File: config.mk
export PLATFORM = sky130hd
export DESIGN_NAME = atu_queue
export DESIGN_NICKNAME = d
export VERILOG_FILES = /design/src/rtl/core/assert_macros.svh /design/src/rtl/core/atu_pkg.sv /design/src/rtl/core/atu_queue.sv
export SDC_FILE = /design/constraint.sdc
export NUM_CORES = 1
export LEC_CHECK = 0
export BUFFER_PORTS_ARGS = -buffer_cell sky130_fd_sc_hd__buf_2
export CAP_MARGIN = 40
export CORE_ASPECT_RATIO = 0.75
export CORE_UTILIZATION = 45
export DETAILED_ROUTE_END_ITERATION = 7
export GPL_TIMING_DRIVEN = 0
export PLACE_DENSITY = 0.79
export REMOVE_ABC_BUFFERS = 1
export SLEW_MARGIN = 20
export SYNTH_ARGS = -nofsm -noshare
export SYNTH_HDL_FRONTEND = slang
export SYNTH_SLANG_ARGS = --single-unit
File: constraint.sdc
create_clock -name clk -period 6.35 [get_ports clk]
set_clock_uncertainty 0.1 [all_clocks]
set_input_delay 1.27 -clock clk [delete_from_list [all_inputs] [get_ports clk]]
set_output_delay 1.27 -clock clk [all_outputs]
set_load 0.005 [all_outputs]
File: src/rtl/core/assert_macros.svh
// ----------------------------------------------------------------------------
// assert_macros.svh
// Shared concurrent assertion macros, clocked on clk and disabled in reset.
// ----------------------------------------------------------------------------
`ifndef ASSERT_MACROS_SVH
`define ASSERT_MACROS_SVH

// Checks a property at every rising clock edge outside reset.
`define AST_CLK(lbl, prop) \
  lbl: assert property (@(posedge clk) disable iff (rst) (prop)) \
    else $error("assertion failed");

// Checks that a condition implies a consequence in the same cycle.
`define AST_IMPL(lbl, cond, cons) \
  lbl: assert property (@(posedge clk) disable iff (rst) (cond) |-> (cons)) \
    else $error("assertion failed");

`endif

File: src/rtl/core/atu_pkg.sv
// ----------------------------------------------------------------------------
// atu_pkg
// Types, constants and helper functions of the 2D affine transform unit.
// ----------------------------------------------------------------------------
package atu_pkg;

  localparam int FRAC_BITS    = 16;
  localparam int CORDIC_STEPS = 16;

  // Command codes carried on the input tuser.
  localparam logic [2:0] MODE_IDENT = 3'd0;
  localparam logic [2:0] MODE_TRANS = 3'd1;
  localparam logic [2:0] MODE_SCALE = 3'd2;
  localparam logic [2:0] MODE_ROT   = 3'd3;
  localparam logic [2:0] MODE_POINT = 3'd4;

  // Accumulator wide enough for two full products plus a rounding term.
  localparam int ACC_W = 66;

  // Angle reduction: one conditional subtract of 2*pi << k per step.
  localparam int RED_STEPS = 30 - FRAC_BITS;
  localparam int RK_W      = (RED_STEPS > 1) ? $clog2(RED_STEPS) : 1;
  localparam int CI_W      = $clog2(CORDIC_STEPS);

  localparam logic signed [63:0] Q30_TWO_PI  = 64'sd6746518852;
  localparam logic signed [63:0] Q30_PI      = 64'sd3373259426;
  localparam logic signed [63:0] Q30_HALF_PI = 64'sd1686629713;
  localparam logic signed [33:0] Q30_GAIN    = 34'sd652032875;

  localparam logic signed [31:0] ONE_FIX = 32'sd1 <<< FRAC_BITS;

  typedef enum logic [2:0] {
    CMD_IDENT,
    CMD_TRANS,
    CMD_SCALE,
    CMD_ROT,
    CMD_POINT
  } cmd_kind_t;

  typedef struct packed {
    cmd_kind_t          kind;
    logic signed [31:0] v1;
    logic signed [31:0] v2;
  } cmd_t;

  typedef struct packed {
    logic full;
    logic empty;
  } q_status_t;

  typedef struct packed {
    logic               ovf;
    logic signed [31:0] val;
  } sat_t;

  typedef enum logic [3:0] {
    ST_IDLE,
    ST_REDUCE,
    ST_FOLD,
    ST_CORDIC,
    ST_TRIG,
    ST_MUL,
    ST_ACC,
    ST_WRITE,
    ST_COMMIT,
    ST_OUT
  } eng_state_t;

  // Saturate a wide signed value to 32 bits and flag the clamp.
  function automatic sat_t sat32(input logic signed [ACC_W-1:0] v);
    sat_t r;
    if (v > ACC_W'(33'sh0_7FFF_FFFF)) begin
      r.ovf = 1'b1;
      r.val = 32'sh7FFF_FFFF;
    end else if (v < -ACC_W'(33'sh0_8000_0000)) begin
      r.ovf = 1'b1;
      r.val = 32'sh8000_0000;
    end else begin
      r.ovf = 1'b0;
      r.val = v[31:0];
    end
    return r;
  endfunction

  // Arctangent of 2^-i in Q2.30.
  function automatic logic signed [33:0] atan_q30(input logic [4:0] i);
    logic [31:0] a;
    case (i)
      5'd0:  a = 32'h3243F6A8;
      5'd1:  a = 32'h1DAC6705;
      5'd2:  a = 32'h0FADBAFC;
      5'd3:  a = 32'h07F56EA6;
      5'd4:  a = 32'h03FEAB76;
      5'd5:  a = 32'h01FFD55B;
      5'd6:  a = 32'h00FFFAAA;
      5'd7:  a = 32'h007FFF55;
      5'd8:  a = 32'h003FFFEA;
      5'd9:  a = 32'h001FFFFD;
      5'd10: a = 32'h000FFFFF;
      5'd11: a = 32'h0007FFFF;
      5'd12: a = 32'h0003FFFF;
      5'd13: a = 32'h0001FFFF;
      5'd14: a = 32'h0000FFFF;
      5'd15: a = 32'h00007FFF;
      5'd16: a = 32'h00003FFF;
      5'd17: a = 32'h00001FFF;
      5'd18: a = 32'h00000FFF;
      5'd19: a = 32'h000007FF;
      5'd20: a = 32'h000003FF;
      5'd21: a = 32'h000001FF;
      5'd22: a = 32'h000000FF;
      5'd23: a = 32'h0000007F;
      default: a = 32'h0;
    endcase
    return $signed({2'b00, a});
  endfunction

endpackage

File: src/rtl/core/atu_queue.sv
// ----------------------------------------------------------------------------
// atu_queue
// Two-entry command queue between the input stage and the engine.
// ----------------------------------------------------------------------------
module atu_queue import atu_pkg::*; (
  input  logic      clk,
  input  logic      rst,
  input  logic      push,
  input  cmd_t      push_cmd,
  input  logic      pop,
  output cmd_t      head,
  output q_status_t status
);

  cmd_t       slots [2];
  logic       wr_ptr;
  logic       rd_ptr;
  logic [1:0] count;

  assign head         = slots[rd_ptr];
  assign status.full  = (count == 2'd2);
  assign status.empty = (count == 2'd0);

  // Pointers and fill count.
  always_ff @(posedge clk) begin
    if (rst) begin
      wr_ptr <= 1'b0;
      rd_ptr <= 1'b0;
      count  <= 2'd0;
    end else begin
      if (push) begin
        wr_ptr <= !wr_ptr;
      end
      if (pop) begin
        rd_ptr <= !rd_ptr;
      end
      count <= count + 2'(push) - 2'(pop);
    end
  end

  // Slot storage.
  always_ff @(posedge clk) begin
    if (push) begin
      slots[wr_ptr] <= push_cmd;
    end
  end

endmodule

Word level (Yosys, flattened, before mapping)
Memories as Yosys holds them, arrays and structs flattened. A register that Yosys moved wholly into a read port is not among the register bits.
Cells that the tools add are included.
{ "totals": {"register_bits": 4, "ram_bits": 134, "in_bits": 71, "elab_cells": 14, "mem_count": 1} }
{ "memory_table": {"columns": ["name", "words", "word_bits", "rd", "rd_ports_with_merged_regs", "write_ports", "line_no", "source"], "rows": [
  ["slots", 2, 67, 1, 1, 1, "atu_queue.sv:15", "cmd_t slots [2];"]
]} }
{ "classes": {"addsub": 2, "eq_ne": 1, "muxes": 4, "n_reduce_logical": 3} }
{ "ops": {"columns": ["op", "n"], "rows": [
  ["$mux W1", 4],
  ["$add A2 B1 Y2", 1],
  ["$eq A2 B2 Y1 const B", 1],
  ["$logic_not A1 Y1", 2],
  ["$logic_not A2 Y1", 1],
  ["$sub A2 B1 Y2", 1]
]} }

Longest topological paths before layout
{ "logic_depth": {"depth_word": 3, "ltp_mapped": 6} }

Worst setup path before layout
OpenSTA, ideal clock, no wires.
{ "synth_path": {"kind": "input to register", "startpoint": "input push", "endpoint": "memory slots[0][0] (netlist name) (enable)", "arrival_ps": 4213, "required_time_ps": 5750, "slack_ps": 1537, "path_stages": 1, "n_path_buf": 0, "cell_sequence": "nor2b_1"} }
{ "synth_via": {"elab_chain_len": 2} }
{ "synth_rtl": {"columns": ["element", "line_no", "source"], "rows": [
  ["from (decl)", "atu_queue.sv:8", "input logic push,"],
  ["$mux W1", "atu_queue.sv:43", "if (push) begin"],
  ["$mux W1 (implied by the code)", "atu_queue.sv:44", "slots[wr_ptr] <= push_cmd;"],
  ["to (decl)", "atu_queue.sv:15", null]
]} }
No other way between the ends.

==> flow_summary.toml <==
[die]
pin_count = 140
dieHeight_microns = 94.8
rows = 33
coreArea_sq_mm = 0.0111
start_util = 0.467
die_x_microns = 126
design.die.area_sq_mm = 0.0119

[setup_path]
end_kind = "output port"
cp.arrival_ns = 1.94
cp_top_family = "flip-flops"
critical_path_class = "reg -> out"
startpoint_type = "flop"
crit_required_ns = 4.98
rrSetupSlack_ns = 4.74
critPathMaxStageDelay_ns = 0.69
crit_fanout = 34
crit_buf_inv = 2
cp_slowest_cell = "dfxtp_4"
crit_chain = "buf_12 > mux2_2 > buf_2"

[global_route]
grt_util_met1 = 0.181
grt_max_degree = 37
antenna_found_initial = 0
grt_remaining_overflow = 0
grt_util_all_layers = 0.160
grt_pass1_wl_microns = 13600
grt_use_met3 = 0.0754
busiest_layer = "met2"
grt_use_met2 = 0.260
grt_pass1_vias = 2669

[clock_tree]
insertion_delay_ns = 0.41
root_buffer = "clkbuf_16"
cts_buffers = 17
holdBufCountCts = 0
cts.clk_slew.worst_paths_ns = 0.05
h-tree-depth = 4
cts_setup_buffers = 0
cts_resized = 0
cts_sinks = 139
clock_path_buffers = 2
cts_tree = "yes"

[detailed_routing]
via_per_inst = 4.84
drc_errors = 12
vias = 2599
route.detailed.wl_per_inst_microns = 16.7
dr.pass1.iters = 6
wirelength_microns = 8950
ant_nets = 0
drt_iter0_markers = 137

[finish]
syn_to_final_growth_pct = 29.2
fill_cells = 829
fin_nets = 457
drive_gt1_frac = 0.612
antenna_cells = 0

[timing]
timing.final.crit_share = 0.522
slew-limit-headroom = 0.571
slew_viol_final = 0
finalCriticalPeriod_ns = 3.31
finalSetupViolCount = 0
fmax_mhz = 302
max_slew.worst_pin.slew_ns = 0.642
whs_ns = 0.440
rsz0062_at_grt = "no"
finalHoldViolCount = 0
worst_slack_ns = 3.04

[synthesis]
synth_area_leaders = "edfxtp_1 78%, mux2_4 8.7%, mux2_2 8.1%"
synth_top_cell_area_share = 0.779
synth_area_per_cell_sq_um = 22.5
async_flop_share = 0
syn_area_sq_mm = 0.00516
synth_edf_count = 134
synth.largest_area_cell = "edfxtp_1"
yosysWarnings = 0
synth-main-ff-cell = "edfxtp_1"
syn_inst = 229
synth-seq-cells = 139
yosysMostFrequentCell = "edfxtp_1"
seq_area_frac_synth = 0.799
synth_top_cells_by_count = "134 x edfxtp_1, 37 x mux2_2, 30 x mux2_4"
synth_cell_types = 14

[power_and_ir_drop]
swShare = 0.212
switching_power_uw = 488
p_leak_uw = 0.00259
power.density_mw_per_mm2 = 345
clockPowerShare = 0.429
comb_power_share = 0.094
seq_power_share = 0.476
p_int_uw = 1810
ir_worst_vdd_uv = 235

[outcome]
status = "complete, but fails checks"
violations = "design-rule violations"

[place]
pre_cts_slack_ns = 3.44
place_congestion = 0.701
dp.final_hpwl_microns = 5800
io_buffers = 139

[worst_hold_path]
hold_class = "reg -> reg"

[flow_run]
drv_cap = 0
-- final cells by class --
class / count / area [sq um] / share of cell area
clock buffers: 17 / 425 / 0.0638
flip-flops and latches: 139 / 4130 / 0.619
inverters: 2 / 7.51 / 0.00113
repair buffers: 143 / 776 / 0.116
clock inverters: 15 / 173 / 0.0259
well taps: 140 / 175 / 0.0263
multi-input cells: 81 / 986 / 0.148
-- flip-flops by register name (all words and copies together) (netlist names), named ones only --
signal  flops
rd_ptr      1
count       2
slots     134
wr_ptr      1
-- path summary, 6_finish.rpt --
| kind | from | end | depth (start not counted) |
|---|---|---|---|
| worst max-delay path | flop | head[3] | 3 |
| worst min-delay path | rd_ptr$_SDFFE_PP0P_ | flop | 2 |
| worst max register to register | wr_ptr$_SDFFE_PP0P_ | slots[1][46]$_DFFE_PP_ | 2 |
| worst min register to register | rd_ptr$_SDFFE_PP0P_ | flop | 2 |
-- power by group through the flow --
stage | Sequential (uW) | Combinational, uW | Clock [uW]
after floorplan | 1120 | 116 | 0
after global routing | 1100 | 235 | 1050
after detailed placement | 1120 | 219 | 0
final | 1100 | 217 | 987
after global placement | 1130 | 204 | 0
after CTS | 1100 | 221 | 1010
-- per-layer routing --
layer  share of wire  wire (microns)
met4           0.016             144
met2            0.48            4330
met3           0.086             767
met5               0               0
met1            0.41            3710
-- logic make-up after synthesis --
logic type / after synthesis / synth area share
flops: 139 / 0.799
mux: 67 / 0.168
buf+inv: 9 / 0.0124
simple gates: 9 / 0.00848
xor+xnor: 3 / 0.00775
fa+ha+maj: 2 / 0.00485
-- cell usage in the layout (no fill, tap or decap) --
cell type	n
clkinv_4	1
nor2b_4	1
inv_1	2
xnor2_1	2
mux2_4	30
nor2b_1	2
dfxtp_1	4
edfxtp_1	134
clkbuf_16	17
mux2_2	37
clkinv_2	2
and2_4	1
bufinv_16	3
buf_12	4
xnor3_1	1
ha_1	2
nor2_1	5
clkinvlp_4	4
dfxtp_4	1
buf_2	139
clkinv_1	2
inv_6	3
-- through the flow --
stage                     power (uW)  cell area (sq um)  TNS, ns  std cells   util
after floorplan                 1230               5110        0        222      -
after global placement          1330               5980   -12.34        501  0.540
after detailed placement        1330               6070        0        505  0.549
after CTS                       2330               6670        0        537  0.603
after global routing            2390               6670        0        537  0.603
final                           2300               6670        0        537  0.603
-- tightest hold or removal path, delay by kind of cell (launching register included) --
kind / cells / cell delay (ns)
AND/OR/NAND/NOR: 1 / 0.08
flip-flops: 1 / 0.33
XOR/XNOR: 1 / 0.10
Note: power is estimated with default switching activity, not from simulation.
