`config.mk`:
```
export PLATFORM = sky130hd
export DESIGN_NAME = atu_front
export DESIGN_NICKNAME = d
export VERILOG_FILES = /design/src/rtl/core/assert_macros.svh /design/src/rtl/core/atu_pkg.sv /design/src/rtl/core/atu_front.sv
export SDC_FILE = /design/constraint.sdc
export NUM_CORES = 1
export LEC_CHECK = 0
export ABC_AREA = 1
export BUFFER_PORTS_ARGS = -buffer_cell sky130_fd_sc_hd__buf_2
export CAP_MARGIN = 40
export CORE_UTILIZATION = 35
export CTS_CLUSTER_DIAMETER = 40
export CTS_CLUSTER_SIZE = 12
export DETAILED_ROUTE_END_ITERATION = 7
export GPL_ROUTABILITY_DRIVEN = 0
export HOLD_SLACK_MARGIN = 0.05
export PLACE_DENSITY = 0.69
export SLEW_MARGIN = 25
export SYNTH_ARGS = -nofsm -noshare
export SYNTH_HDL_FRONTEND = slang
export SYNTH_SLANG_ARGS = --single-unit
```
`constraint.sdc`:
```
create_clock -name clk -period 2.8 [get_ports clk]
set_input_delay 0.28 -clock clk [delete_from_list [all_inputs] [get_ports clk]]
set_output_delay 0.28 -clock clk [all_outputs]
set_load 0.02 [all_outputs]
```
`src/rtl/core/assert_macros.svh`:
```
// ----------------------------------------------------------------------------
// assert_macros.svh
// Shared concurrent assertion macros, clocked on clk and disabled in reset.
// ----------------------------------------------------------------------------
`ifndef ASSERT_MACROS_SVH
`define ASSERT_MACROS_SVH

// Checks a property at every rising clock edge outside reset.
`define AST_CLK(lbl, prop) \
  lbl: assert property (@(posedge clk) disable iff (rst) (prop)) \
    else $error("assertion failed");

// Checks that a condition implies a consequence in the same cycle.
`define AST_IMPL(lbl, cond, cons) \
  lbl: assert property (@(posedge clk) disable iff (rst) (cond) |-> (cons)) \
    else $error("assertion failed");

`endif

```
`src/rtl/core/atu_pkg.sv`:
```
// ----------------------------------------------------------------------------
// atu_pkg
// Types, constants and helper functions of the 2D affine transform unit.
// ----------------------------------------------------------------------------
package atu_pkg;

  localparam int FRAC_BITS    = 16;
  localparam int CORDIC_STEPS = 16;

  // Command codes carried on the input tuser.
  localparam logic [2:0] MODE_IDENT = 3'd0;
  localparam logic [2:0] MODE_TRANS = 3'd1;
  localparam logic [2:0] MODE_SCALE = 3'd2;
  localparam logic [2:0] MODE_ROT   = 3'd3;
  localparam logic [2:0] MODE_POINT = 3'd4;

  // Accumulator wide enough for two full products plus a rounding term.
  localparam int ACC_W = 66;

  // Angle reduction: one conditional subtract of 2*pi << k per step.
  localparam int RED_STEPS = 30 - FRAC_BITS;
  localparam int RK_W      = (RED_STEPS > 1) ? $clog2(RED_STEPS) : 1;
  localparam int CI_W      = $clog2(CORDIC_STEPS);

  localparam logic signed [63:0] Q30_TWO_PI  = 64'sd6746518852;
  localparam logic signed [63:0] Q30_PI      = 64'sd3373259426;
  localparam logic signed [63:0] Q30_HALF_PI = 64'sd1686629713;
  localparam logic signed [33:0] Q30_GAIN    = 34'sd652032875;

  localparam logic signed [31:0] ONE_FIX = 32'sd1 <<< FRAC_BITS;

  typedef enum logic [2:0] {
    CMD_IDENT,
    CMD_TRANS,
    CMD_SCALE,
    CMD_ROT,
    CMD_POINT
  } cmd_kind_t;

  typedef struct packed {
    cmd_kind_t          kind;
    logic signed [31:0] v1;
    logic signed [31:0] v2;
  } cmd_t;

  typedef struct packed {
    logic full;
    logic empty;
  } q_status_t;

  typedef struct packed {
    logic               ovf;
    logic signed [31:0] val;
  } sat_t;

  typedef enum logic [3:0] {
    ST_IDLE,
    ST_REDUCE,
    ST_FOLD,
    ST_CORDIC,
    ST_TRIG,
    ST_MUL,
    ST_ACC,
    ST_WRITE,
    ST_COMMIT,
    ST_OUT
  } eng_state_t;

  // Saturate a wide signed value to 32 bits and flag the clamp.
  function automatic sat_t sat32(input logic signed [ACC_W-1:0] v);
    sat_t r;
    if (v > ACC_W'(33'sh0_7FFF_FFFF)) begin
      r.ovf = 1'b1;
      r.val = 32'sh7FFF_FFFF;
    end else if (v < -ACC_W'(33'sh0_8000_0000)) begin
      r.ovf = 1'b1;
      r.val = 32'sh8000_0000;
    end else begin
      r.ovf = 1'b0;
      r.val = v[31:0];
    end
    return r;
  endfunction

  // Arctangent of 2^-i in Q2.30.
  function automatic logic signed [33:0] atan_q30(input logic [4:0] i);
    logic [31:0] a;
    case (i)
      5'd0:  a = 32'h3243F6A8;
      5'd1:  a = 32'h1DAC6705;
      5'd2:  a = 32'h0FADBAFC;
      5'd3:  a = 32'h07F56EA6;
      5'd4:  a = 32'h03FEAB76;
      5'd5:  a = 32'h01FFD55B;
      5'd6:  a = 32'h00FFFAAA;
      5'd7:  a = 32'h007FFF55;
      5'd8:  a = 32'h003FFFEA;
      5'd9:  a = 32'h001FFFFD;
      5'd10: a = 32'h000FFFFF;
      5'd11: a = 32'h0007FFFF;
      5'd12: a = 32'h0003FFFF;
      5'd13: a = 32'h0001FFFF;
      5'd14: a = 32'h0000FFFF;
      5'd15: a = 32'h00007FFF;
      5'd16: a = 32'h00003FFF;
      5'd17: a = 32'h00001FFF;
      5'd18: a = 32'h00000FFF;
      5'd19: a = 32'h000007FF;
      5'd20: a = 32'h000003FF;
      5'd21: a = 32'h000001FF;
      5'd22: a = 32'h000000FF;
      5'd23: a = 32'h0000007F;
      default: a = 32'h0;
    endcase
    return $signed({2'b00, a});
  endfunction

endpackage

```
`src/rtl/core/atu_front.sv`:
```
// ----------------------------------------------------------------------------
// atu_front
// Input stage: takes command beats, drops unused modes and decodes the rest.
// ----------------------------------------------------------------------------
module atu_front import atu_pkg::*; (
  input  logic        clk,
  input  logic        rst,
  input  logic        s_tvalid,
  output logic        s_tready,
  input  logic [63:0] s_tdata,   // first_value[31:0], second_value[63:32]
  input  logic [2:0]  s_tuser,   // mode[2:0]
  input  logic        q_full,
  output logic        push,
  output cmd_t        push_cmd
);

  logic      fvalid;
  cmd_t      fcmd;
  cmd_kind_t kind;
  logic      take;

  // Hand the held command to the queue whenever it has room.
  assign push     = fvalid && !q_full;
  assign push_cmd = fcmd;
  assign s_tready = !fvalid || !q_full;
  assign take     = s_tvalid && s_tready;

  // Map the mode code onto a command kind.
  always_comb begin
    case (s_tuser)
      MODE_IDENT: kind = CMD_IDENT;
      MODE_TRANS: kind = CMD_TRANS;
      MODE_SCALE: kind = CMD_SCALE;
      MODE_ROT:   kind = CMD_ROT;
      MODE_POINT: kind = CMD_POINT;
      default:    kind = CMD_IDENT;
    endcase
  end

  // Holding register; unused modes are accepted and dropped.
  always_ff @(posedge clk) begin
    if (rst) begin
      fvalid <= 1'b0;
    end else if (take && (s_tuser inside {[MODE_IDENT:MODE_POINT]})) begin
      fvalid <= 1'b1;
    end else if (push) begin
      fvalid <= 1'b0;
    end
    if (take) begin
      fcmd.kind <= kind;
      fcmd.v1   <= $signed(s_tdata[31:0]);
      fcmd.v2   <= $signed(s_tdata[63:32]);
    end
  end

endmodule

```
After elaboration in Yosys (flattened, before gate mapping)
Cells that the tools add are included.
{ "classes": {"n_lt_le_gt_ge": 2, "eq_ne": 4, "mux": 3, "n_reduce_logical": 8} }
{ "op_table": {"columns": ["op", "n"], "rows": [
  ["3-bit case mux with 4 select lines", 1],
  ["3-bit by 2-bit == test with 1-bit output (second input constant)", 2],
  ["1-bit logical AND", 4],
  ["3-bit by 1-bit == test with 1-bit output (second input constant)", 1],
  ["3-bit == test (second input constant)", 1],
  ["3-bit by 1-bit >= comparator with 1-bit output (second input constant)", 1],
  ["3-bit <= comparator (second input constant)", 1],
  ["1-bit logical NOT", 2],
  ["1-bit two-way mux", 2],
  ["2-bit nonzero test", 1],
  ["1-bit logical OR", 1]
]} }
{ "totals": {"ff_bits": 68, "in_bits": 71, "out_inout_bits": 69, "elab_cells": 21} }

Depth between registers and ports, before layout
{ "depth": {"depth_word": 5, "ltp_mapped": 3, "depth_no_buf": 3} }

Worst setup path before layout
OpenSTA, ideal clock, no wires.
{ "synth_timing": {"path_type": "register -> register", "startpoint": "register fvalid", "endpoint": "register fcmd (netlist bit push_cmd[0]) (enable)", "setup_ns": 0.432, "t_arrival_ns": 2.127, "required_ns": 2.368, "setup_slack_ns": 0.241, "path_stages_with_launch": 3, "path_buffers": 0, "period_less_slack_ns": 2.559, "path_cell_list": "dfxtp_1 > nand2_1 > and2_1"} }
{ "synth_between": {"elab_chain_len": 3} }
{ "synth_rtl": {"columns": ["item", "line", "text"], "rows": [
  ["start, declared", "atu_front.sv:17", "logic fvalid;"],
  ["start signal, assigned", "atu_front.sv:43", "fvalid <= 1'b0;"],
  ["start signal, assigned", "atu_front.sv:45", "fvalid <= 1'b1;"],
  ["start signal, assigned", "atu_front.sv:47", "fvalid <= 1'b0;"],
  ["1-bit logical NOT", "atu_front.sv:25", "assign s_tready = !fvalid || !q_full;"],
  ["1-bit logical OR", "atu_front.sv:25", null],
  ["net s_tready", "atu_front.sv:9", "output logic s_tready,"],
  ["1-bit logical AND", "atu_front.sv:26", "assign take = s_tvalid && s_tready;"],
  ["net take", "atu_front.sv:20", "logic take;"],
  ["end, declared", "atu_front.sv:18", "cmd_t fcmd;"]
]} }
The timed path passes the listed nets, and every way through them passes these cells.
A chain may end at the register's enable or synchronous reset.

Worst setup path in the final report
{ "layout_timing": {"startpoint": "register fvalid", "endpoint": "register fcmd (netlist bit push_cmd[49]) (enable)"} }
{ "layout_between": {"elab_chain_len": 3} }
{ "layout_rtl": {"columns": ["item", "line"], "rows": [
  ["1-bit logical NOT", "atu_front.sv:25"],
  ["1-bit logical OR", "atu_front.sv:25"],
  ["1-bit logical AND", "atu_front.sv:26"],
  ["net take", "atu_front.sv:20"]
]} }
The timed path passes the listed nets, and every way through them passes these cells.

==> summary.md <==
| Metric | Value |
|---|---|
| Worst Setup End Kind | `register` |
| DP Wirelength | `3230 µm` |
| Clk_skew | `0.00333 ns` |
| Fin. Hold Viols | `0` |
| RR Endpoint | `push_cmd[49]` |
| Met2 WL | `approximately 2100 µm` |
| Vias per cell | `~4.2` |
| H-tree Lvls | `3` |
| Hold bufs inserted after CTS | `0` |
| WL final | `4320 µm` |
| Reg2reg setup slack | `1.18 ns` |
| Initial core utilization | `37.0%` |
| Initial antenna violation count | `1` |
| Metal-1 WL | `between 1500 and 2000 µm` |
| Status | `finished, final reports clean` |
| Max Used Layer | `met5` |
| Share of Yosys cell area claimed by the top area cell type | `96.3%` |
| DIE WIDTH | `79.3 µm` |
| Critical path data arrival time | `1.64 ns` |
| Share of cells above drive strength 1 | `between 60% and 70%` |
| Row Count | `27` |
| Total power | `2.33 mW` |
| Sequential share of the synthesized area | `between 90% and 100%` |
| CP endpoint | `push_cmd[49]` |
| Drt first pass iters | `4` |
| Overall routing resource usage | `~14%` |
| Worst-path clk slew | `~0.070 ns` |
| GRT overflow | `0` |
| Smallest setup slack after layout | `roughly 1.2 ns` |
| Clock tree buffer depth | `2` |
| Delay of the slowest critical-path stage | `~0.55 ns` |
| Largest net degree at the start of global routing | `45` |
| Max VDD drop | `0.600 mV` |
| Req. time, crit path | `2.81 ns` |
| LEAKAGE | `1.36 nW` |
| Die area | `0.00628 mm²` |
| F_max | `just over 600 MHz` |
| Asr flop ratio synth | `0%` |
| Critical path origin | `fvalid` |
| Syn_area_per_cell | `between 20 and 30 µm²` |
| Hold slack final | `0.115 ns` |
| Clk sinks | `68` |
| Iteration-0 DRC Markers | `59` |
| Delay-heaviest family, CP | `simple AND/OR/NAND/NOR gates` |
| RSZ-0062 raised after global routing | `no` |
| Setup TNS Final | `0 ns` |
| Worst R2R Path Depth | `3` |
| CP Max Fanout | `44` |
| Placed cell areas | `0.00290 mm²` |
| Syn Nets | `151` |
| CTS buffer count | `9` |
| Post-CTS setup repair buffer count | `0` |
| Crit Path Category | `register to register` |
| Crit-path cells | `nand2_1 -> and2_2 -> buf_12` |
| Cell count after placement | `slightly below 300` |
| Pre-CTS setup slack | `between 1 and 1.5 ns` |
| IO Count | `140` |
| Startpoint Class | `register` |
| CORE AREA | `0.00564 mm²` |
| Port Buffers | `roughly 140` |
| Slew @ Worst Pin | `0.593 ns` |
| Most common cell in the netlist | `edfxtp_1` |
| Warnings from Yosys | `0` |
| Post-detailed-route wirelength per cell | `14.1 µm` |
| Clock latency on the worst-skew pair | `0.33 ns` |
| Unique masters post-synth | `9` |
| Inserted Diodes | `0` |
| Final Max Slew Viols | `0` |
| Largest cells by area after synthesis | `edfxtp_1 96%, dfxtp_1 0.96%, inv_1 0.54%, nor2_1 0.54%, a21oi_2 0.42%` |
| Filler cells | `~470` |
| Synth Cell Area | `around 0.0021 mm²` |
| Max-Cap Viols | `0` |
| # resized after CTS | `0` |
| Period utilisation layout | `about 58%` |
| Finished Layout Cells | `roughly 300` |
| Flops & latches, synth | `68` |
| Wire length on met3 | `584 µm` |
| Power Dens Cells | `747 mW/mm²` |
| TritonCTS clock tree | `built` |
| Clk root buf | `clkbuf_8` |
| Slowest CP cell | `and2_2` |
| Layout area overhead | `49.5%` |
| Post-synth EDFFs | `67` |
| Vias in the first global route | `1383` |
| Crit path buf inv count | `1` |
| # setup viols final | `0` |
| Slew margin rel. | `60.5%` |
| RR Startpoint | `fvalid` |
| DRT antenna net count | `0` |
| Crit path time final | `1.62 ns` |
| Final core utilization | `55.4%` |
| Top_reg_cell synth | `edfxtp_1` |
| Stages on the worst setup path | `3` |
| HP Class | `primary input to register` |
| Synth cell count leaders | `67 x edfxtp_1, 3 x inv_1, 3 x nor2_1, 2 x nand2_1` |
| Global-route wire length before repair | `6300 µm` |
| Design area | `0.00312 mm²` |
| Synth Instances | `80` |
| DR vias | `1294` |
| Largest area contributor in the netlist | `edfxtp_1` |
| Nets | `302` |
| Die height | `79.3 µm` |
| DRC Markers | `0` |
report_power, final:
group	switching [mW]	internal [mW]	leakage (nW)
registers	0.0135	1.19	0.660
clock network	0.334	0.580	0.116
logic	0.137	0.0778	0.586
worst reg2reg max path: stages (launching register included):
cell and delay [ns]:
dfxtp_1 0.31, nand2_1 0.10, and2_2 0.55, buf_12 0.32
cell usage in the layout, fill, tap and decap left out:
cell	n
a21oi_2	1
and2_2	1
buf_12	1
buf_2	139
bufinv_16	3
clkbuf_8	9
clkinv_1	1
clkinv_2	2
dfxtp_1	1
edfxtp_1	67
inv_1	3
nand2_1	2
nor2_1	3
nor3b_1	1
o21ai_1	1
kinds of logic after synthesis:
logic type	Yosys count	share of synthesized area (%)
AOI/OAI and AO/OA	2	0.659
buffers and inverters	3	0.539
DFF	68	97.2
and+or+nand+nor	7	1.56
flip-flops by register name, summed over array words and instances (netlist names):
register	count
push_cmd	67
fvalid	1
metal layers:
| layer | global-route usage [%] | up-vias |
|---|---|---|
| li1 | - | 611 |
| met1 | 14.0 | 587 |
| met2 | 23.6 | 87 |
| met3 | 9.31 | 7 |
| met4 | 7.09 | 2 |
| met5 | 0 | - |
area by class of cell:
type                    instances  area [µm²]  area share (%)
clock buffers                   9         124            3.96
clock inverters                 6         104            3.32
inverters                       3        11.3           0.360
multi-input cells               9        47.5            1.52
flip-flops and latches         68        2030            65.0
well taps                      72        90.1            2.88
repair buffers                140         716            22.9
worst min path at each step:
stage | cells past startpoint | end | start | slack, ns
2_1_floorplan | 1 | fvalid | rst | 0.34
3_5_place_dp | 1 | push_cmd[26] | s_tdata[58] | 0.46
6_report | 2 | fvalid | rst | 0.11
5_1_grt | 2 | fvalid | rst | 0.09
4_1_cts | 2 | fvalid | rst | 0.1
3_3_place_gp | 2 | fvalid | rst | 0.45
No activity file was read; power rests on OpenSTA's default activity.
